### config.mk
export PLATFORM = sky130hd
export DESIGN_NAME = uvs_front_flat
export DESIGN_NICKNAME = d
export VERILOG_FILES = /design/src/sv/uvs_pkg.sv /design/src/sv/uvs_if.sv /design/src/sv/uvs_front.sv /design/src/flat_wrapper.sv
export SDC_FILE = /design/constraint.sdc
export NUM_CORES = 1
export LEC_CHECK = 0
export ABC_AREA = 0
export CAP_MARGIN = 20
export CORE_ASPECT_RATIO = 0.6
export CORE_MARGIN = 3
export CORE_UTILIZATION = 40
export CTS_CLUSTER_DIAMETER = 80
export DETAILED_ROUTE_END_ITERATION = 6
export DONT_BUFFER_PORTS = 1
export PLACE_DENSITY_LB_ADDON = 0.12
export SLEW_MARGIN = 5
export SYNTH_ARGS = -nofsm -noshare
export SYNTH_HDL_FRONTEND = slang
export SYNTH_SLANG_ARGS = --single-unit
### constraint.sdc
create_clock -name clk -period 8.9 [get_ports clk]
set_input_delay 0.89 -clock clk [delete_from_list [all_inputs] [get_ports clk]]
set_output_delay 0.89 -clock clk [all_outputs]
set_load 0.03 [all_outputs]
### src/sv/uvs_pkg.sv
// Package for the UV sphere vertex generator: widths, register indexes,
// pipeline lengths, the CORDIC angle table and the shared struct types.
// Depends on nothing; every other file of the block imports it.
package uvs_pkg;

    // Field widths
    localparam int CNT_W     = 10;
    localparam int IDX_W     = 20;
    localparam int RAD_W     = 16;
    localparam int POS_W     = 17;
    localparam int NORM_W    = 16;
    localparam int CFG_IDX_W = 2;
    localparam int CFG_DAT_W = 16;

    // Configuration register indexes
    localparam logic [CFG_IDX_W-1:0] CFG_RADIUS    = 2'd0;
    localparam logic [CFG_IDX_W-1:0] CFG_SEGMENTS  = 2'd1;
    localparam logic [CFG_IDX_W-1:0] CFG_RINGS     = 2'd2;

    // Register reset values
    localparam logic [RAD_W-1:0] RADIUS_RESET   = 16'd256;
    localparam logic [CNT_W-1:0] SEGMENTS_RESET = 10'd36;
    localparam logic [CNT_W-1:0] RINGS_RESET    = 10'd18;

    localparam logic [CNT_W-1:0] MAX_DIVISIONS = 10'd1023;

    // Pipeline lengths
    localparam int DIV_STEPS    = 32;
    localparam int DIV_LAT      = DIV_STEPS;
    localparam int CORDIC_STEPS = 30;
    localparam int COR_LAT      = CORDIC_STEPS + 2;
    localparam int SIDE_LAT     = DIV_LAT + COR_LAT + 3;

    // Queue between front and back
    localparam int FIFO_DEPTH = 4;
    localparam int FIFO_AW    = 2;

    // CORDIC start vector, Q2.30 with the gain compensated
    localparam logic signed [32:0] CORDIC_START = 33'sd652032874;

    localparam logic signed [POS_W+2:0]  POS_LIMIT  = 20'sd65535;
    localparam logic signed [NORM_W+1:0] NORM_LIMIT = 18'sd32767;

    // Per-item data that bypasses the arithmetic
    typedef struct packed {
        logic             oor;
        logic [IDX_W-1:0] k1;
        logic [IDX_W-1:0] k2;
        logic             upper;
        logic             lower;
    } side_t;

    // A classified request as it enters the queue
    typedef struct packed {
        side_t            side;
        logic [CNT_W-1:0] az_rinit;
        logic [31:0]      az_low;
        logic [CNT_W-1:0] el_rinit;
        logic [31:0]      el_low;
    } front_t;

    // Effective configuration seen by the back end
    typedef struct packed {
        logic [RAD_W-1:0] radius;
        logic [CNT_W-1:0] segs;
        logic [CNT_W-1:0] rings;
    } geom_t;

    // Rotation angles in units of 2^-32 turn
    function automatic logic signed [32:0] cordic_atan(input int unsigned i);
        case (i)
            0:       return 33'sd536870912;
            1:       return 33'sd316933406;
            2:       return 33'sd167458907;
            3:       return 33'sd85004756;
            4:       return 33'sd42667331;
            5:       return 33'sd21354465;
            6:       return 33'sd10679838;
            7:       return 33'sd5340245;
            8:       return 33'sd2670163;
            9:       return 33'sd1335087;
            10:      return 33'sd667544;
            11:      return 33'sd333772;
            12:      return 33'sd166886;
            13:      return 33'sd83443;
            14:      return 33'sd41722;
            15:      return 33'sd20861;
            16:      return 33'sd10430;
            17:      return 33'sd5215;
            18:      return 33'sd2608;
            19:      return 33'sd1304;
            20:      return 33'sd652;
            21:      return 33'sd326;
            22:      return 33'sd163;
            23:      return 33'sd81;
            24:      return 33'sd41;
            25:      return 33'sd20;
            26:      return 33'sd10;
            27:      return 33'sd5;
            28:      return 33'sd3;
            29:      return 33'sd1;
            default: return 33'sd0;
        endcase
    endfunction

endpackage

### src/sv/uvs_if.sv
// Handshake channels of the UV sphere vertex generator: grid point
// requests, vertex results and configuration writes. Depends on uvs_pkg.

interface uvs_item_if;
    import uvs_pkg::*;
    logic             valid;
    logic             ready;
    logic [CNT_W-1:0] ring_index;
    logic [CNT_W-1:0] segment_index;
    modport source (output valid, ring_index, segment_index, input ready);
    modport sink   (input valid, ring_index, segment_index, output ready);
endinterface


interface uvs_cfg_if;
    import uvs_pkg::*;
    logic                 valid;
    logic                 ready;
    logic [CFG_IDX_W-1:0] index;
    logic [CFG_DAT_W-1:0] data;
    modport source (output valid, index, data, input ready);
    modport sink   (input valid, index, data, output ready);
endinterface

### src/sv/uvs_front.sv
// Front end: configuration registers, request acceptance and classification
// (range check, cell indexes, divider operands). Depends on uvs_pkg, uvs_if.

module uvs_front (
    input  logic            clk,
    input  logic            rst_n,
    uvs_item_if.sink        item,
    uvs_cfg_if.sink         cfg,
    input  logic            fifo_full,
    output logic            push,
    output uvs_pkg::front_t push_data,
    output uvs_pkg::geom_t  geom
);
    import uvs_pkg::*;

    logic [RAD_W-1:0] radius_reg;
    logic [CNT_W-1:0] seg_cnt_reg;
    logic [CNT_W-1:0] ring_cnt_reg;
    logic             fv_reg;
    front_t           fdata_reg;
    front_t           fdata_next;
    logic [CNT_W-1:0] segs;
    logic [CNT_W-1:0] rings;
    logic [CNT_W:0]   segs1;
    logic [IDX_W:0]   k1_full;
    logic             in_fire;
    logic             in_cell;

    // Configuration writes are always taken.
    assign cfg.ready = 1'b1;

    always_ff @(posedge clk or negedge rst_n)
    begin
        if (!rst_n)
        begin
            radius_reg   <= RADIUS_RESET;
            seg_cnt_reg  <= SEGMENTS_RESET;
            ring_cnt_reg <= RINGS_RESET;
        end
        else if (cfg.valid)
        begin
            unique case (cfg.index)
                CFG_RADIUS:   radius_reg   <= cfg.data;
                CFG_SEGMENTS: seg_cnt_reg  <= cfg.data[CNT_W-1:0];
                CFG_RINGS:    ring_cnt_reg <= cfg.data[CNT_W-1:0];
                default:      ;
            endcase
        end
    end

    // Zero counts act as one, counts above the limit act as the limit.
    always_comb
    begin
        segs  = (seg_cnt_reg == '0) ? CNT_W'(1) :
                (seg_cnt_reg > MAX_DIVISIONS) ? MAX_DIVISIONS : seg_cnt_reg;
        rings = (ring_cnt_reg == '0) ? CNT_W'(1) :
                (ring_cnt_reg > MAX_DIVISIONS) ? MAX_DIVISIONS : ring_cnt_reg;
    end

    assign geom = '{radius: radius_reg, segs: segs, rings: rings};

    // Classify the incoming grid point.
    always_comb
    begin
        segs1   = {1'b0, segs} + (CNT_W+1)'(1);
        k1_full = (IDX_W+1)'(item.ring_index) * (IDX_W+1)'(segs1)
                + (IDX_W+1)'(item.segment_index);
        in_cell = (item.ring_index < rings) && (item.segment_index < segs);

        fdata_next.side.oor   = (item.ring_index > rings) || (item.segment_index > segs);
        fdata_next.side.k1    = in_cell ? k1_full[IDX_W-1:0] : '0;
        fdata_next.side.k2    = in_cell ? k1_full[IDX_W-1:0] + IDX_W'(segs1) : '0;
        fdata_next.side.upper = in_cell && (item.ring_index != '0);
        fdata_next.side.lower = in_cell && (item.ring_index != rings - CNT_W'(1));

        // Azimuth numerator segment*2^32 + segs/2, top quotient bit dropped.
        fdata_next.az_rinit = (item.segment_index == segs) ? '0 : item.segment_index;
        fdata_next.az_low   = {23'b0, segs[CNT_W-1:1]};
        // Elevation numerator ring*2^31 + rings/2.
        fdata_next.el_rinit = {1'b0, item.ring_index[CNT_W-1:1]};
        fdata_next.el_low   = {item.ring_index[0], 22'b0, rings[CNT_W-1:1]};
    end

    assign item.ready = !fv_reg || !fifo_full;
    assign in_fire    = item.valid && item.ready;
    assign push       = fv_reg && !fifo_full;
    assign push_data  = fdata_reg;

    // Holding register ahead of the queue.
    always_ff @(posedge clk or negedge rst_n)
    begin
        if (!rst_n)
        begin
            fv_reg <= 1'b0;
        end
        else if (in_fire)
        begin
            fv_reg <= 1'b1;
        end
        else if (push)
        begin
            fv_reg <= 1'b0;
        end
    end

    always_ff @(posedge clk)
    begin
        if (in_fire)
        begin
            fdata_reg <= fdata_next;
        end
    end

endmodule

### src/flat_wrapper.sv
// flat-port wrapper written by rule: the top's interface ports become plain ports
module uvs_front_flat import uvs_pkg::*;
  (clk, rst_n, fifo_full, push, push_data, geom, item_valid, item_ring_index, item_segment_index, item_ready, cfg_valid, cfg_index, cfg_data, cfg_ready);
  uvs_item_if item_i ();
  uvs_cfg_if cfg_i ();
  input  logic clk;
  input  logic rst_n;
  input  logic fifo_full;
  output logic push;
  output uvs_pkg::front_t push_data;
  output uvs_pkg::geom_t geom;
  input wire logic [$bits(item_i.valid)-1:0] item_valid;
  input wire logic [$bits(item_i.ring_index)-1:0] item_ring_index;
  input wire logic [$bits(item_i.segment_index)-1:0] item_segment_index;
  output wire logic [$bits(item_i.ready)-1:0] item_ready;
  input wire logic [$bits(cfg_i.valid)-1:0] cfg_valid;
  input wire logic [$bits(cfg_i.index)-1:0] cfg_index;
  input wire logic [$bits(cfg_i.data)-1:0] cfg_data;
  output wire logic [$bits(cfg_i.ready)-1:0] cfg_ready;
  assign item_i.valid = item_valid;
  assign item_i.ring_index = item_ring_index;
  assign item_i.segment_index = item_segment_index;
  assign item_ready = item_i.ready;
  assign cfg_i.valid = cfg_valid;
  assign cfg_i.index = cfg_index;
  assign cfg_i.data = cfg_data;
  assign cfg_ready = cfg_i.ready;
  uvs_front u_core (.clk(clk), .rst_n(rst_n), .item(item_i), .cfg(cfg_i), .fifo_full(fifo_full), .push(push), .push_data(push_data), .geom(geom));
endmodule
# Yosys cells after proc, flatten, opt, wreduce, memory -nomap -nowiden
# Index checks and enable logic that the tools add are counted.
word_totals:
  wordCells: 51
  register_bits: 118
  inputBits: 43
  out_inout_bits: 166
classes:
  n_lt_le_gt_ge: 6
  muxes: 6
  n_eq_ne: 4
  mul: 1
  add_sub_neg: 4
  n_reduce_logical: 17
ops:
  columns: ["cell", "count"]
  rows:
  - ["two-way mux 10 bit", 4]
  - ["adder 20 x 10 -> 20 bit", 1]
  - ["adder 20 x 11 -> 20 bit", 1]
  - ["> comparator 10 bit", 2]
  - ["> comparator 10 bit, second input constant", 2]
  - ["zero test 10 bit", 2]
  - ["less-than comparator 10 bit", 2]
  - ["multiplier 10 x 11 -> 20 bit", 1]
  - ["adder 10 x 1 -> 11 bit, second input constant", 1]
  - ["equality test 10 bit", 1]
  - ["!= test 10 bit", 1]
  - ["nonzero test 10 bit", 1]
  - ["subtractor 10 x 1 -> 10 bit, second input constant", 1]
  - ["AND reduction 2 bit", 3]
  - ["logical AND 1 bit", 5]
  - ["equality test 2 x 1 -> 1 bit, second input constant", 1]
  - ["equality test 2 bit, second input constant", 1]
  - ["zero test 1 bit", 2]
  - ["zero test 2 bit", 1]
  - ["logical OR 1 bit", 2]
  - ["two-way mux 1 bit", 2]
  - ["nonzero test 2 bit", 1]

# Depth between registers and ports, before layout
logic_depth:
  depth_word: 7
  depth_mapped: 34
  depth_no_buf: 31

# Worst setup path before layout
# Ideal clock, no wire load.
synth_path:
  kind: "reg2reg"
  startpoint: "register u_core.seg_cnt_reg[2]"
  endpoint: "register u_core.fdata_reg, in the netlist u_core.push_data[105] (data pin)"
  path_buffers: 4
  setup_ns: 0.262
  required_ns: 8.638
  slack_ns: 0.943
  period_less_slack_ns: 7.957
  path_stages_with_launch: 35
  arrival_ns: 7.695
  cell_sequence: "dfstp_2 clkbuf_1 nor3_1 a41oi_1 clkbuf_1 inv_1 ha_1 nand3_1 nor2_1 xnor2_1 clkbuf_1 nand2_1 fa_1 inv_1 fa_1 inv_1 fa_1 inv_1 fa_1 inv_1 fa_1 inv_1 ha_1 o21a_1 o21ai_1 o21ai_1 xor2_1 ha_1 nor2_1 nor2_1 o41ai_1 or2_1 buf_6 nor4_2 mux2_1"
synth_lines:
  columns: ["item", "line_no", "text"]
  rows:
  - ["start: declaration", "uvs_front.sv:17", "logic [CNT_W-1:0] seg_cnt_reg;"]
  - ["start signal: assignment", "uvs_front.sv:44", "CFG_SEGMENTS: seg_cnt_reg <= cfg.data[CNT_W-1:0];"]
  - ["end signal: assignment", "uvs_front.sv:110", "fdata_reg <= fdata_next;"]
  - ["end: declaration", "uvs_front.sv:20", "front_t fdata_reg;"]

# Worst setup path in the final report
layout_path:
  startpoint: "register u_core.seg_cnt_reg[7]"
  endpoint: "register u_core.fdata_reg, in the netlist u_core.push_data[104] (data pin)"
layout_via:
  elab_chain_cells: 7
  word_cells_on_any_way: 10
  classes_between: "add/sub: 3; mul: 1; order compare: 2; mux: 2; reduce/logical: 2"
layout_rtl:
  columns: ["item", "line_no", "text"]
  rows:
  - ["> comparator 10 bit", "uvs_front.sv:55", "(seg_cnt_reg > MAX_DIVISIONS) ? MAX_DIVISIONS : seg_cnt_reg;"]
  - ["two-way mux 10 bit", "uvs_front.sv:55", null]
  - ["two-way mux 10 bit (*)", "uvs_front.sv:54", "segs = (seg_cnt_reg == '0) ? CNT_W'(1) :"]
  - ["adder 10 x 1 -> 11 bit", "uvs_front.sv:65", "segs1 = {1'b0, segs} + (CNT_W+1)'(1);"]
  - ["multiplier 10 x 11 -> 20 bit", "uvs_front.sv:66", "k1_full = (IDX_W+1)'(item.ring_index) * (IDX_W+1)'(segs1)"]
  - ["adder 20 x 10 -> 20 bit", "uvs_front.sv:67", "+ (IDX_W+1)'(item.segment_index);"]
  - ["adder 20 x 11 -> 20 bit", "uvs_front.sv:72", "fdata_next.side.k2 = in_cell ? k1_full[IDX_W-1:0] + IDX_W'(segs1) : '0;"]
# Mark *: on every way between the ends. The rest lies on a longest branch, timed or not.
# A chain may end at the register's enable or synchronous reset.

==> flow_summary.toml <==
[layout]
layout-drive-gt1-share_pct = 10.9
largest_reg_flops = 81
final_net_count = 1172
fill_cells = 2376
num_antenna_cells = 0
syn2layout_area_growth_pct = 6.22

[sta]
layout_min_cycle_time_ns = 8.29
fin_crit_sh_pct = 93.2
clock_skew_ns = 0.0121
slew_headroom_pct = 43.6
timing.fmax_ghz = 0.121
final_hold_viol_count = 0
setup_viol_count_final = 0
maxSlewViolCount = 0
worst_pin_slew_ns = 0.840
timing.setup.tns_ns = 0
rsz0062_at_grt = "false"

[global_routing]
grt_pass1_vias = 6493
grt_use_met1_pct = 30.0
antenna_found_initial = 0
grt_overflow_total = 0
grt_pass1_wl_mm = 39.4
grt_max_degree = 59
use_met3_pct = 4.81
top_usage_layer = "met1"
use_met2_pct = 25.1
gr-usage-all-layers_pct = 18.9

[logic_synthesis]
syn_area_um2 = 10300
yosysMostFrequentCell = "inv_1"
yosys.area_share.adder_pct = 26.5
synth_top_area_cell = "edfxtp_1"
yosysWarnings = 0
synthMuxAreaShare_pct = 4.46
synth_compound_area_share_pct = 7.79
ys_seq_area_share_pct = 32.7
synthArstFlopShare_pct = 31.4
synth_common_cells = "inv_1, ha_1, edfxtp_1, fa_1, nand2_1"
synth_xor_area_share_pct = 3.67
synthFlopType = "edfxtp_1"
syn_avg_cell_area_um2 = 10.3
synth_edf_count = 81
yosysTopAreaCellShare_pct = 23.7
ys_types = 69
synthCells = 993
ys_ff_latch = 118
synth_top_family_by_area = "adder cells"
synth_area_leaders = "edfxtp_1, fa_1, ha_1"
yosys.area_share.simple_pct = 13.2

[setup_path]
reg2reg_from = "u_core.seg_cnt_reg[7]"
start_kind = "register"
path_class = "register to register"
critPathRequiredTime_ns = 9.07
path_max_fanout = 11
end_kind = "register"
crit_slowest_cell = "dfrtp_1"
reg2reg_slack_ns = 0.61
crit_arrival_ns = 8.46
reg2regPathDepth = 26
r2r_end = "u_core.push_data[104]"
crit_path_frequent_cell = "fa_1"
critical-path-max-stage-delay_ns = 0.57

[floorplan]
num_rows = 44
die_h_um = 130
io_pins = 209
die-area_um2 = 27700
die_x_um = 213
start_util_pct = 41.6
core-area_um2 = 24700

[drt]
drc = 0
via_per_inst = 5.15
via_count = 6670
routedWlPerCell_um = 19.9
antenna_left = 0
drt_iter0_markers = 350
wirelength_mm = 25.7
first_pass_iters = 5

[clock_tree]
root_buffer = "clkbuf_16"
cts_sinks = 118
ctsHtreeMaxLevel = 4
path_clk_slew_ns = 0.06
postCtsSetupBuffers = 0
cts_tree = "yes"
clkLatencyLatePin_ns = 0.43
cts_resized = 0
cts_buffer_depth = 2
cts_buffers = 17
cts_hold_buf = 0

[flow_run]
maxCapViolations = 0

[place]
dp_hpwl_mm = 20.0
gp_congestion = 0.852
portBuffers = 0

[min_path]
hp-class = "input port to async pin"

[run_status]
status = "finished clean"
==> logic make-up (layout without fill, tap and decap cells) <==
kind of cell / after synthesis / count (layout)
adders and majority gates: 170 / 170
AOI/OAI and AO/OA: 108 / 108
xor gates and xnor gates: 43 / 43
buffers and inverters: 248 / 182
and+or+nand+nor: 263 / 263
other: 2 / 47
DFF: 118 / 118
muxes: 41 / 41
==> layout by cell type (no fill, tap or decap), types with 27 or more instances in the layout <==
| master | count |
|---|---|
| and2_1 | 58 |
| conb_1 | 47 |
| dfrtp_1 | 32 |
| edfxtp_1 | 81 |
| fa_1 | 80 |
| ha_1 | 90 |
| inv_1 | 129 |
| mux2_2 | 36 |
| nand2_1 | 69 |
| nor2_1 | 42 |
| xnor2_1 | 27 |
==> cell type report <==
cell class	count	area [µm²]	share of cell area [%]
multi-input cells	672	5910	54.1
flip-flops and latches	118	3360	30.8
clock buffers	23	510	4.68
inverters	129	484	4.44
well taps	322	403	3.69
repair buffers	21	158	1.44
clock inverters	9	86.3	0.791
==> per-layer routing <==
| metal | share of wire, % | vias up | wire length [µm] |
|---|---|---|---|
| li1 | - | 3113 | - |
| met1 | 52 | 3385 | 13400 |
| met2 | 42 | 148 | 10700 |
| met3 | 5.0 | 24 | 1270 |
| met4 | 1.2 | 0 | 304 |
| met5 | 0 | - | 0 |
==> worst max path at each step <==
| stage | startpoint | endpoint | slack [ns] |
|---|---|---|---|
| 2_1_floorplan | u_core.seg_cnt_reg[2] | u_core.push_data[105] | 0.94 |
| 3_3_place_gp | u_core.seg_cnt_reg[7] | u_core.push_data[104] | 0.65 |
| 3_5_place_dp | u_core.seg_cnt_reg[7] | u_core.push_data[104] | 0.74 |
| 4_1_cts | u_core.seg_cnt_reg[7] | u_core.push_data[104] | 0.71 |
| 5_1_grt | u_core.seg_cnt_reg[7] | u_core.push_data[104] | 0.22 |
| 6_report | u_core.seg_cnt_reg[7] | u_core.push_data[104] | 0.61 |
==> critical path: cells and delay by family (launching register included) <==
family	cells	cell delay [ns]
fa+ha+maj	7	3.20
simple gates	8	2.17
compound gates	2	0.65
buf+inv	6	0.64
flops	1	0.57
xor+xnor	2	0.40
mux	1	0.37
==> stage by stage <==
step / cells / worst slack [ns] / instance area, µm² / utilization [%] / hold slack (ns)
after floorplan: 1038 / 0.943 / 10400 / - / 0.496
after global placement: 1262 / 0.651 / 10300 / 41.7 / 0.526
after detailed placement: 1262 / 0.742 / 10300 / 41.7 / 0.526
after CTS: 1294 / 0.715 / 10900 / 44.2 / 0.128
after global routing: 1294 / 0.215 / 10900 / 44.2 / 0.122
final: 1294 / 0.609 / 10900 / 44.2 / 0.146
Power is not shown: default switching activity piles up to over one toggle a cycle in this logic, so the estimate is an artifact.
