===== config.mk =====
export PLATFORM = sky130hd
export DESIGN_NAME = uvs_fifo
export DESIGN_NICKNAME = d
export VERILOG_FILES = /design/src/sv/uvs_pkg.sv /design/src/sv/uvs_fifo.sv
export SDC_FILE = /design/constraint.sdc
export NUM_CORES = 1
export LEC_CHECK = 0
export BUFFER_PORTS_ARGS = -buffer_cell sky130_fd_sc_hd__buf_4
export CELL_PAD_IN_SITES_DETAIL_PLACEMENT = 1
export CELL_PAD_IN_SITES_GLOBAL_PLACEMENT = 1
export CORE_MARGIN = 5
export CORE_UTILIZATION = 54
export DETAILED_ROUTE_END_ITERATION = 8
export PLACE_DENSITY_LB_ADDON = 0.1
export SETUP_SLACK_MARGIN = 0.4
export SLEW_MARGIN = 20
export SYNTH_ARGS = -nofsm -noshare
export SYNTH_HDL_FRONTEND = slang
export SYNTH_SLANG_ARGS = --single-unit

===== constraint.sdc =====
create_clock -name clk -period 9.3 [get_ports clk]
set_input_delay 0.465 -clock clk [delete_from_list [all_inputs] [get_ports clk]]
set_output_delay 0.465 -clock clk [all_outputs]
set_load 0.02 [all_outputs]

===== src/sv/uvs_pkg.sv =====
// Package for the UV sphere vertex generator: widths, register indexes,
// pipeline lengths, the CORDIC angle table and the shared struct types.
// Depends on nothing; every other file of the block imports it.
package uvs_pkg;

    // Field widths
    localparam int CNT_W     = 10;
    localparam int IDX_W     = 20;
    localparam int RAD_W     = 16;
    localparam int POS_W     = 17;
    localparam int NORM_W    = 16;
    localparam int CFG_IDX_W = 2;
    localparam int CFG_DAT_W = 16;

    // Configuration register indexes
    localparam logic [CFG_IDX_W-1:0] CFG_RADIUS    = 2'd0;
    localparam logic [CFG_IDX_W-1:0] CFG_SEGMENTS  = 2'd1;
    localparam logic [CFG_IDX_W-1:0] CFG_RINGS     = 2'd2;

    // Register reset values
    localparam logic [RAD_W-1:0] RADIUS_RESET   = 16'd256;
    localparam logic [CNT_W-1:0] SEGMENTS_RESET = 10'd36;
    localparam logic [CNT_W-1:0] RINGS_RESET    = 10'd18;

    localparam logic [CNT_W-1:0] MAX_DIVISIONS = 10'd1023;

    // Pipeline lengths
    localparam int DIV_STEPS    = 32;
    localparam int DIV_LAT      = DIV_STEPS;
    localparam int CORDIC_STEPS = 30;
    localparam int COR_LAT      = CORDIC_STEPS + 2;
    localparam int SIDE_LAT     = DIV_LAT + COR_LAT + 3;

    // Queue between front and back
    localparam int FIFO_DEPTH = 4;
    localparam int FIFO_AW    = 2;

    // CORDIC start vector, Q2.30 with the gain compensated
    localparam logic signed [32:0] CORDIC_START = 33'sd652032874;

    localparam logic signed [POS_W+2:0]  POS_LIMIT  = 20'sd65535;
    localparam logic signed [NORM_W+1:0] NORM_LIMIT = 18'sd32767;

    // Per-item data that bypasses the arithmetic
    typedef struct packed {
        logic             oor;
        logic [IDX_W-1:0] k1;
        logic [IDX_W-1:0] k2;
        logic             upper;
        logic             lower;
    } side_t;

    // A classified request as it enters the queue
    typedef struct packed {
        side_t            side;
        logic [CNT_W-1:0] az_rinit;
        logic [31:0]      az_low;
        logic [CNT_W-1:0] el_rinit;
        logic [31:0]      el_low;
    } front_t;

    // Effective configuration seen by the back end
    typedef struct packed {
        logic [RAD_W-1:0] radius;
        logic [CNT_W-1:0] segs;
        logic [CNT_W-1:0] rings;
    } geom_t;

    // Rotation angles in units of 2^-32 turn
    function automatic logic signed [32:0] cordic_atan(input int unsigned i);
        case (i)
            0:       return 33'sd536870912;
            1:       return 33'sd316933406;
            2:       return 33'sd167458907;
            3:       return 33'sd85004756;
            4:       return 33'sd42667331;
            5:       return 33'sd21354465;
            6:       return 33'sd10679838;
            7:       return 33'sd5340245;
            8:       return 33'sd2670163;
            9:       return 33'sd1335087;
            10:      return 33'sd667544;
            11:      return 33'sd333772;
            12:      return 33'sd166886;
            13:      return 33'sd83443;
            14:      return 33'sd41722;
            15:      return 33'sd20861;
            16:      return 33'sd10430;
            17:      return 33'sd5215;
            18:      return 33'sd2608;
            19:      return 33'sd1304;
            20:      return 33'sd652;
            21:      return 33'sd326;
            22:      return 33'sd163;
            23:      return 33'sd81;
            24:      return 33'sd41;
            25:      return 33'sd20;
            26:      return 33'sd10;
            27:      return 33'sd5;
            28:      return 33'sd3;
            29:      return 33'sd1;
            default: return 33'sd0;
        endcase
    endfunction

endpackage


===== src/sv/uvs_fifo.sv =====
// Short request queue between the front and the back end.
// Depends on uvs_pkg.

module uvs_fifo (
    input  logic            clk,
    input  logic            rst_n,
    input  logic            push,
    input  uvs_pkg::front_t push_data,
    output logic            full,
    input  logic            pop,
    output uvs_pkg::front_t pop_data,
    output logic            not_empty
);
    import uvs_pkg::*;

    front_t             mem_reg [0:FIFO_DEPTH-1];
    logic [FIFO_AW-1:0] wr_ptr_reg;
    logic [FIFO_AW-1:0] rd_ptr_reg;
    logic [FIFO_AW:0]   count_reg;

    assign full      = (count_reg == (FIFO_AW+1)'(FIFO_DEPTH));
    assign not_empty = (count_reg != '0);
    assign pop_data  = mem_reg[rd_ptr_reg];

    // Storage
    always_ff @(posedge clk)
    begin
        if (push)
        begin
            mem_reg[wr_ptr_reg] <= push_data;
        end
    end

    // Pointers and fill count
    always_ff @(posedge clk or negedge rst_n)
    begin
        if (!rst_n)
        begin
            wr_ptr_reg <= '0;
            rd_ptr_reg <= '0;
            count_reg  <= '0;
        end
        else
        begin
            if (push)
            begin
                wr_ptr_reg <= wr_ptr_reg + FIFO_AW'(1);
            end
            if (pop)
            begin
                rd_ptr_reg <= rd_ptr_reg + FIFO_AW'(1);
            end
            if (push && !pop)
            begin
                count_reg <= count_reg + (FIFO_AW+1)'(1);
            end
            else if (pop && !push)
            begin
                count_reg <= count_reg - (FIFO_AW+1)'(1);
            end
        end
    end

endmodule


# ---- After elaboration in Yosys (flattened, before gate mapping)
# Memories as Yosys holds them, arrays and structs flattened.
# Cells that the tools add are included.
dict set report word_totals {
  reg_bits 7
  out_inout_bits 129
  ramBits 508
  memories 1
}
# memory words word_bits read_ports rd_ports_with_merged_regs write_ports line
set mem_list {}
lappend mem_list {mem_reg 4 127 1 0 1 uvs_fifo.sv:16} ;# front_t mem_reg [0:FIFO_DEPTH-1];
dict set report op_classes {
  reduce_logical 6
  muxes 4
  eq_ne 1
  n_addsub 4
}
# op n
set ops {}
lappend ops {{two-way mux 3 bit} 2}
lappend ops {{adder 2 x 1 -> 2 bit, second input constant} 2}
lappend ops {{adder 3 x 1 -> 3 bit, second input constant} 1}
lappend ops {{equality test 3 bit, second input constant} 1}
lappend ops {{nonzero test 3 bit} 1}
lappend ops {{subtractor 3 x 1 -> 3 bit, second input constant} 1}
lappend ops {{logical AND 1 bit} 2}
lappend ops {{logical NOT 1 bit} 2}
lappend ops {{two-way mux 1 bit} 2}
lappend ops {{nonzero test 2 bit} 1}

# ---- Depth between registers and ports, before layout
# Gate-level depths: netlist of the first run.
dict set report depth {
  ltp_word 4
  depth_mapped 7
}

# ---- Worst setup path after synthesis of the first run
# Ideal clock, no wire load.
dict set report synth_timing {
  kind {flip-flop to flip-flop}
  from {register wr_ptr_reg[0]}
  to {memory mem_reg[2][0] in the netlist's numbering, enable pin}
  slack_ns 5.268
  path_buffers 0
  arrival_ns 3.531
  path_stages_with_launch 4
  setup_ns 0.501
  synth_period_minus_slack_ns 4.032
  t_required_ns 8.799
  cell_sequence {dfrtp_1 inv_1 ha_1 and2_1}
}
# item line
set synth_rtl {}
lappend synth_rtl {{start, declared} uvs_fifo.sv:17} ;# logic [FIFO_AW-1:0] wr_ptr_reg;
lappend synth_rtl {{start signal, assigned} uvs_fifo.sv:47} ;# wr_ptr_reg <= wr_ptr_reg + FIFO_AW'(1);
lappend synth_rtl {{end, declared} uvs_fifo.sv:16}
# Straight into the memory's write port.

==> flow_metrics.env, run 1 <==
export IMPL_crit_path_start="rd_ptr_reg[1]"
export IMPL_hp_class="input port to register"
export IMPL_routed_wl_um=39700
export IMPL_routabilityCongestion=0.763
export IMPL_drv_slew=0
export IMPL_core_area_sq_um=34400
export IMPL_grt_overflow=0
export IMPL_final_cell_mix="edfxtp_1, buf_4, mux4_2, clkbuf_16, clkinv_1"
export IMPL_via_count=8365
export IMPL_die_area_sq_um=38500
export IMPL_met2_usage=0.347
export IMPL_timing_rr_end="mem_reg[0][93]"
export IMPL_netlist_area_leader_share=0.814
export IMPL_clockBufferDepth=3
export IMPL_relSlewSlack=0.287
export IMPL_grt_pass1_vias=9414
export IMPL_grt_use_total=0.206
export IMPL_path_clk_slew_ns=0.06
export IMPL_arrival_ns=3.22
export IMPL_crit_type="register to output pin"
export IMPL_grt_pass1_wl_um=59500
export IMPL_synth_area_leaders="edfxtp_1, mux4_2, dfrtp_1, buf_6, buf_2"
export IMPL_syn_area_sq_um=18700
export IMPL_powerDensity_nw_per_um2=336
export IMPL_max_freq_ghz=0.271
export IMPL_r2r_start="wr_ptr_reg[0]"
export IMPL_vias_per_cell=5.62
export IMPL_place_hpwl_um=25400
export IMPL_fin_crit_sh=0.397
export IMPL_final_common_cell="edfxtp_1"
export IMPL_htreeDepth=2
export IMPL_ys_types=19
export IMPL_rows=68
export IMPL_cts_buffers=52
export IMPL_yosysTopAreaCell="edfxtp_1"
export IMPL_wl_per_cell_um=26.6
export IMPL_max_slew_worst_pin_slew_ns=1.07
export IMPL_antennaDiodeCount=0
export IMPL_final_hold_viol_count=0
export IMPL_final_nets=1131
export IMPL_reg2regPathDepth=5
export IMPL_grt_max_degree=71
export IMPL_r2r_slack_ns=6.27
export IMPL_setup_tns_ns=0
export IMPL_io_buffers=259
export IMPL_peakVddDrop_mv=0.194
export IMPL_cts_tree="done"
export IMPL_worst_slack_ns=5.61
export IMPL_synth_nets=834
export IMPL_avgSynthCellArea_sq_um=26.9
export IMPL_p_leak_nw=7.77
export IMPL_use_met3=0.0599
export IMPL_antenna_left=0
export IMPL_setup_viol=0
export IMPL_pre_cts_slack_ns=5.94
export IMPL_utilization=0.662
export IMPL_synth_cells=697
export IMPL_post_cts_resized=0
export IMPL_met1_usage=0.271
export IMPL_drt_iter0_markers=527
export IMPL_drt_pass1_iter_count=4
export IMPL_syn_to_final_growth_pct=21.6
export IMPL_dieHeight_um=196
export IMPL_whs_ns=0.108
export IMPL_ys_seq_elements=515
export IMPL_rsz0062_at_grt="false"
export IMPL_min_period_ns=3.69
export IMPL_cts_hold_buf=1
export IMPL_cts_sinks=515
export IMPL_antenna_found_initial=3
export IMPL_busiest_layer="met2"
export IMPL_cts_setup_buffers=0
export IMPL_drc=0
export IMPL_worstSetupEndpoint="pop_data[25]"
export IMPL_yosysWarnings=0
export IMPL_status="finished, final reports clean"
export IMPL_drive_gt1_frac=0.451
export IMPL_ios=260
export IMPL_worstSetupStartpointType="register"
export IMPL_cap_viol_max_count=0
export IMPL_end_kind="output pin"
export IMPL_start_util=0.545
export IMPL_path_max_fanout=70
export IMPL_yosysSeqAreaShare=0.824
export IMPL_worstPathRequired_ns=8.84
export IMPL_clock_skew_ns=0.0111
export IMPL_cts_root_buf="clkbuf_16"
export IMPL_clk_latency_ns=0.56
export IMPL_chipWidth_um=196
export IMPL_largest_reg_flops=508
## metrics by stage
step	cell area (sq um)	std cells	total power (W)
3_3_place_gp	21100	1392	0.00569
6_report	22800	1489	0.00765
2_1_floorplan	18700	697	0.00483
4_1_cts	22800	1489	0.00777
5_1_grt	22800	1489	0.00799
3_5_place_dp	21200	1394	0.00581
## worst min-delay path by stage
stage | startpoint | end | cells after the start
floorplan | rst_n | count_reg[0] | 0
global placement | rst_n | rd_ptr_reg[1] | 1
detailed placement | rst_n | rd_ptr_reg[1] | 1
CTS | push_data[2] | mem_reg[3][2] | 1
global route | push_data[2] | mem_reg[3][2] | 1
finish | push_data[36] | mem_reg[2][36] | 1
## power breakdown
| group | internal (W) | switching, W | total, W |
|---|---|---|---|
| Combinational | 0.00111 | 0.00133 | 0.00244 |
| Clock | 0.00114 | 0.000802 | 0.00195 |
| Sequential | 0.00304 | 0.000225 | 0.00326 |
| Total | 0.00529 | 0.00236 | 0.00765 |
## logic make-up after synthesis
| logic type | synth area share |
|---|---|
| compound gates | 0.000267 |
| xor+xnor | 0.00281 |
| fa+ha+maj | 0.00441 |
| buf+inv | 0.0127 |
| flops | 0.824 |
| mux | 0.153 |
| simple gates | 0.00267 |
## synthesized netlist by cell type (all sizes together)
cell,count
or3,1
clkbuf,1
xor2,4
fa,1
nor2,1
xnor2,2
buf,27
and2,4
ha,5
mux4,127
dfrtp,7
inv,4
mux2,1
o21ai,1
nor3b,1
edfxtp,508
nand2,2
## critical path, cell delays in order, from the launching register on
cell and delay (ns):
dfrtp_4 1.14, buf_4 0.79, mux4_2 0.46, buf_4 0.18
## layer usage
layer | vias to the layer above | part of all wire
li1 | 3615 | -
met1 | 4414 | 0.38
met2 | 269 | 0.52
met3 | 61 | 0.078
met4 | 6 | 0.020
met5 | - | 0.0010
## area by class of cell
type                            count  area (sq um)
Clock buffer                       63          1360
Timing Repair Buffer              271          2080
Clock inverter                     31           228
Multi-Input combinational cell    150          3070
Fill cell                        2708         11600
Sequential cell                   515         15400
Tap cell                          455           569
Inverter                            4          15.0
(Power assumes the default switching activity.)
==> inputs of run 2 (changes only) <==
--- a/config.mk
+++ b/config.mk
@@ -5,11 +5,12 @@
 export SDC_FILE = /design/constraint.sdc
 export NUM_CORES = 1
 export LEC_CHECK = 0
+export ABC_AREA = 1
 export BUFFER_PORTS_ARGS = -buffer_cell sky130_fd_sc_hd__buf_4
 export CELL_PAD_IN_SITES_DETAIL_PLACEMENT = 1
 export CELL_PAD_IN_SITES_GLOBAL_PLACEMENT = 1
 export CORE_MARGIN = 5
-export CORE_UTILIZATION = 54
+export CORE_UTILIZATION = 47
 export DETAILED_ROUTE_END_ITERATION = 8
 export PLACE_DENSITY_LB_ADDON = 0.1
 export SETUP_SLACK_MARGIN = 0.4
==> constraint.sdc (replaced) <==
create_clock -name clk -period 3.7 [get_ports clk]
set_input_delay 0.185 -clock clk [delete_from_list [all_inputs] [get_ports clk]]
set_output_delay 0.185 -clock clk [all_outputs]
set_load 0.02 [all_outputs]
==> run 2 against run 1 <==
Effect of this change: synthesized area rose by 11%; cell count up 70%; count of clock-buffer cells in the layout up 7; register-to-register slack worse by 4.6 ns; via count is 53% higher; clock skew fell by 0.0021 ns; global-route usage down 0.51 points; non-clock buffer count rose by 139; cell area is 13% higher; largest power group is now combinational cells; highest routed layer unchanged.
==> flow_metrics.env, run 2 <==
export IMPL_crit_path_start="rd_ptr_reg[0]"
export IMPL_stdcell_count=2538
export IMPL_worstSetupStartpointType="register"
export IMPL_grt_pass1_vias=14000
export IMPL_synth_area_leaders="edfxtp_1, o211ai_1, nand2_1, inv_1, buf_6"
export IMPL_netlist_area_leader_share=0.737
export IMPL_clock_skew_ns=0.00903
export IMPL_htreeDepth=2
export IMPL_hp_class="input port to register"
export IMPL_antenna_found_initial=6
export IMPL_final_cell_mix="edfxtp_1, nand2_1, buf_4, inv_1, o211ai_1"
export IMPL_cts_setup_buffers=0
export IMPL_crit_type="register to output pin"
export IMPL_ios=260
export IMPL_drc=0
export IMPL_clockBufferDepth=3
export IMPL_grt_overflow=0
export IMPL_yosysWarnings=0
export IMPL_cts_tree="done"
export IMPL_synthXorXnorAreaFrac=0.00169
export IMPL_via_count=12800
export IMPL_status="finished, final reports clean"
export IMPL_final_hold_viol_count=0
export IMPL_synth_nets=1668
export IMPL_drv_slew=0
export IMPL_syn_area_sq_um=20700
export IMPL_yosysTopAreaCell="edfxtp_1"
export IMPL_power_total_w=0.0211
export IMPL_routed_wl_um=48800
export IMPL_cap_viol_max_count=0
export IMPL_post_place_cells=2316
export IMPL_ys_types=19
export IMPL_antenna_left=0
export IMPL_final_nets=2047
export IMPL_drt_pass1_iter_count=5
export IMPL_p_leak_nw=10.2
export IMPL_start_util=0.471
export IMPL_reg2regPathDepth=5
export IMPL_muxShareOfSynthArea=0
export IMPL_setup_viol=0
export IMPL_relSlewSlack=0.286
export IMPL_cts_buffers=53
export IMPL_vias_per_cell=5.05
export IMPL_final_common_cell="edfxtp_1"
export IMPL_end_kind="output pin"
export IMPL_arrival_ns=2.57
export IMPL_yosysSeqAreaShare=0.745
export IMPL_place_area_sq_um=22900
export IMPL_wl_per_cell_um=19.2
export IMPL_cts_hold_buf=131
export IMPL_grt_max_degree=128
export IMPL_io_buffers=259
export IMPL_largest_reg_flops=508
export IMPL_fin_crit_sh=0.745
export IMPL_synthAdderAreaFrac=0.00399
export IMPL_rows=77
export IMPL_utilization=0.587
export IMPL_clk_latency_ns=0.58
export IMPL_drt_iter0_markers=733
export IMPL_core_area_sq_um=43900
export IMPL_grt_use_total=0.201
export IMPL_r2r_start="wr_ptr_reg[0]"
export IMPL_grt_pass1_wl_um=75500
export IMPL_min_period_ns=2.76
export IMPL_synth_flop_cell="edfxtp_1"
export IMPL_avgSynthCellArea_sq_um=13.5
export IMPL_worstSetupEndpoint="pop_data[76]"
export IMPL_final_area_sq_um=25800
export IMPL_synth_edf_count=508
export IMPL_synth_common_cells="edfxtp_1, nand2_1, inv_1, o211ai_1, buf_6"
export IMPL_peakVddDrop_mv=0.588
export IMPL_cts_sinks=515
export IMPL_chipWidth_um=220
export IMPL_routabilityCongestion=0.719
export IMPL_r2r_slack_ns=1.65
export IMPL_dieHeight_um=220
export IMPL_yosys_area_share_simple=0.0726
export IMPL_synth_compound_area_share=0.0923
export IMPL_drive_gt1_frac=0.182
export IMPL_powerDensity_nw_per_um2=817
export IMPL_syn_to_final_growth_pct=24.5
export IMPL_path_max_fanout=57
export IMPL_post_cts_resized=0
export IMPL_timing_rr_end="mem_reg[2][66]"
export IMPL_worstPathRequired_ns=3.51
export IMPL_synth_cells=1531
export IMPL_path_clk_slew_ns=0.06
export IMPL_max_slew_worst_pin_slew_ns=1.07
export IMPL_ys_seq_elements=515
export IMPL_rsz0062_at_grt="false"
export IMPL_max_freq_ghz=0.363
export IMPL_place_hpwl_um=28200
export IMPL_die_area_sq_um=48400
export IMPL_synth_top_family_by_area="compound AO/OA/AOI/OAI gates"
export IMPL_setup_tns_ns=0
export IMPL_cts_root_buf="clkbuf_16"
export IMPL_async_flop_share=0.0136
export IMPL_yosysMostFrequentCell="edfxtp_1"
## run 2: cell types whose count changed after synthesis, sizes merged, moves of 4 or more
cell / previous run / this run
buf: 27 / 82
nand2: 2 / 395
o211ai: 0 / 254
inv: 4 / 266
mux4: 127 / 0
and2: 4 / 0
## run 2: logic make-up (layout without fill, tap and decap cells)
logic type      count (synthesis)  after routing
simple gates                  399            399
xor+xnor                        4              4
flops                         515            515
compound gates                255            255
buf+inv                       352            765
fa+ha+maj                       6              6
other cells                     0              2
## run 2: worst min path at each step
stage	startpoint	endpoint	slack, ns	cells after the start
detailed placement	rst_n	count_reg[1]	0.009	1
global placement	rst_n	count_reg[1]	0.005	1
CTS	push_data[112]	mem_reg[3][112]	0.30	2
floorplan	rst_n	count_reg[0]	-0.11	0
finish	push_data[112]	mem_reg[1][112]	0.34	2
global route	push_data[115]	mem_reg[1][115]	0.33	2
## run 2: where the power goes
| group | switching [W] | internal, W | total [W] |
|---|---|---|---|
| clock | 0.00208 | 0.00282 | 0.00491 |
| sequential | 0.000358 | 0.00765 | 0.00801 |
| combinational | 0.00536 | 0.00280 | 0.00816 |
## run 2: routing by layer
metal	vias up	part of all wire	track usage
li1	6082	-	-
met1	6394	0.41	0.249
met2	241	0.52	0.363
met3	87	0.045	0.0365
met4	8	0.022	0.0576
met5	-	0.0011	0
## run 2: area by class of cell
class                      count  area, sq um
fill                        4368        18200
sequential                   515        15400
multi-input combinational    664         3530
timing repair buffer         410         3490
clock buffer                  70         1390
inverter                     266         1020
tap                          592          741
clock inverter                19          165
antenna                        2         5.00
## run 2: through the flow
stage	setup slack, ns	hold WS [ns]
global route	0.748	0.331
floorplan	0.714	-0.111
detailed placement	1.53	0.00861
CTS	0.883	0.295
finish	0.942	0.341
global placement	1.58	0.00504
## run 2: worst max-delay path, cell delays in order, from the launching register on
cell      delay, ns
dfrtp_4        0.85
buf_4          0.57
nand2_1        0.11
o211ai_1       0.12
nand2_1        0.13
buf_4          0.18
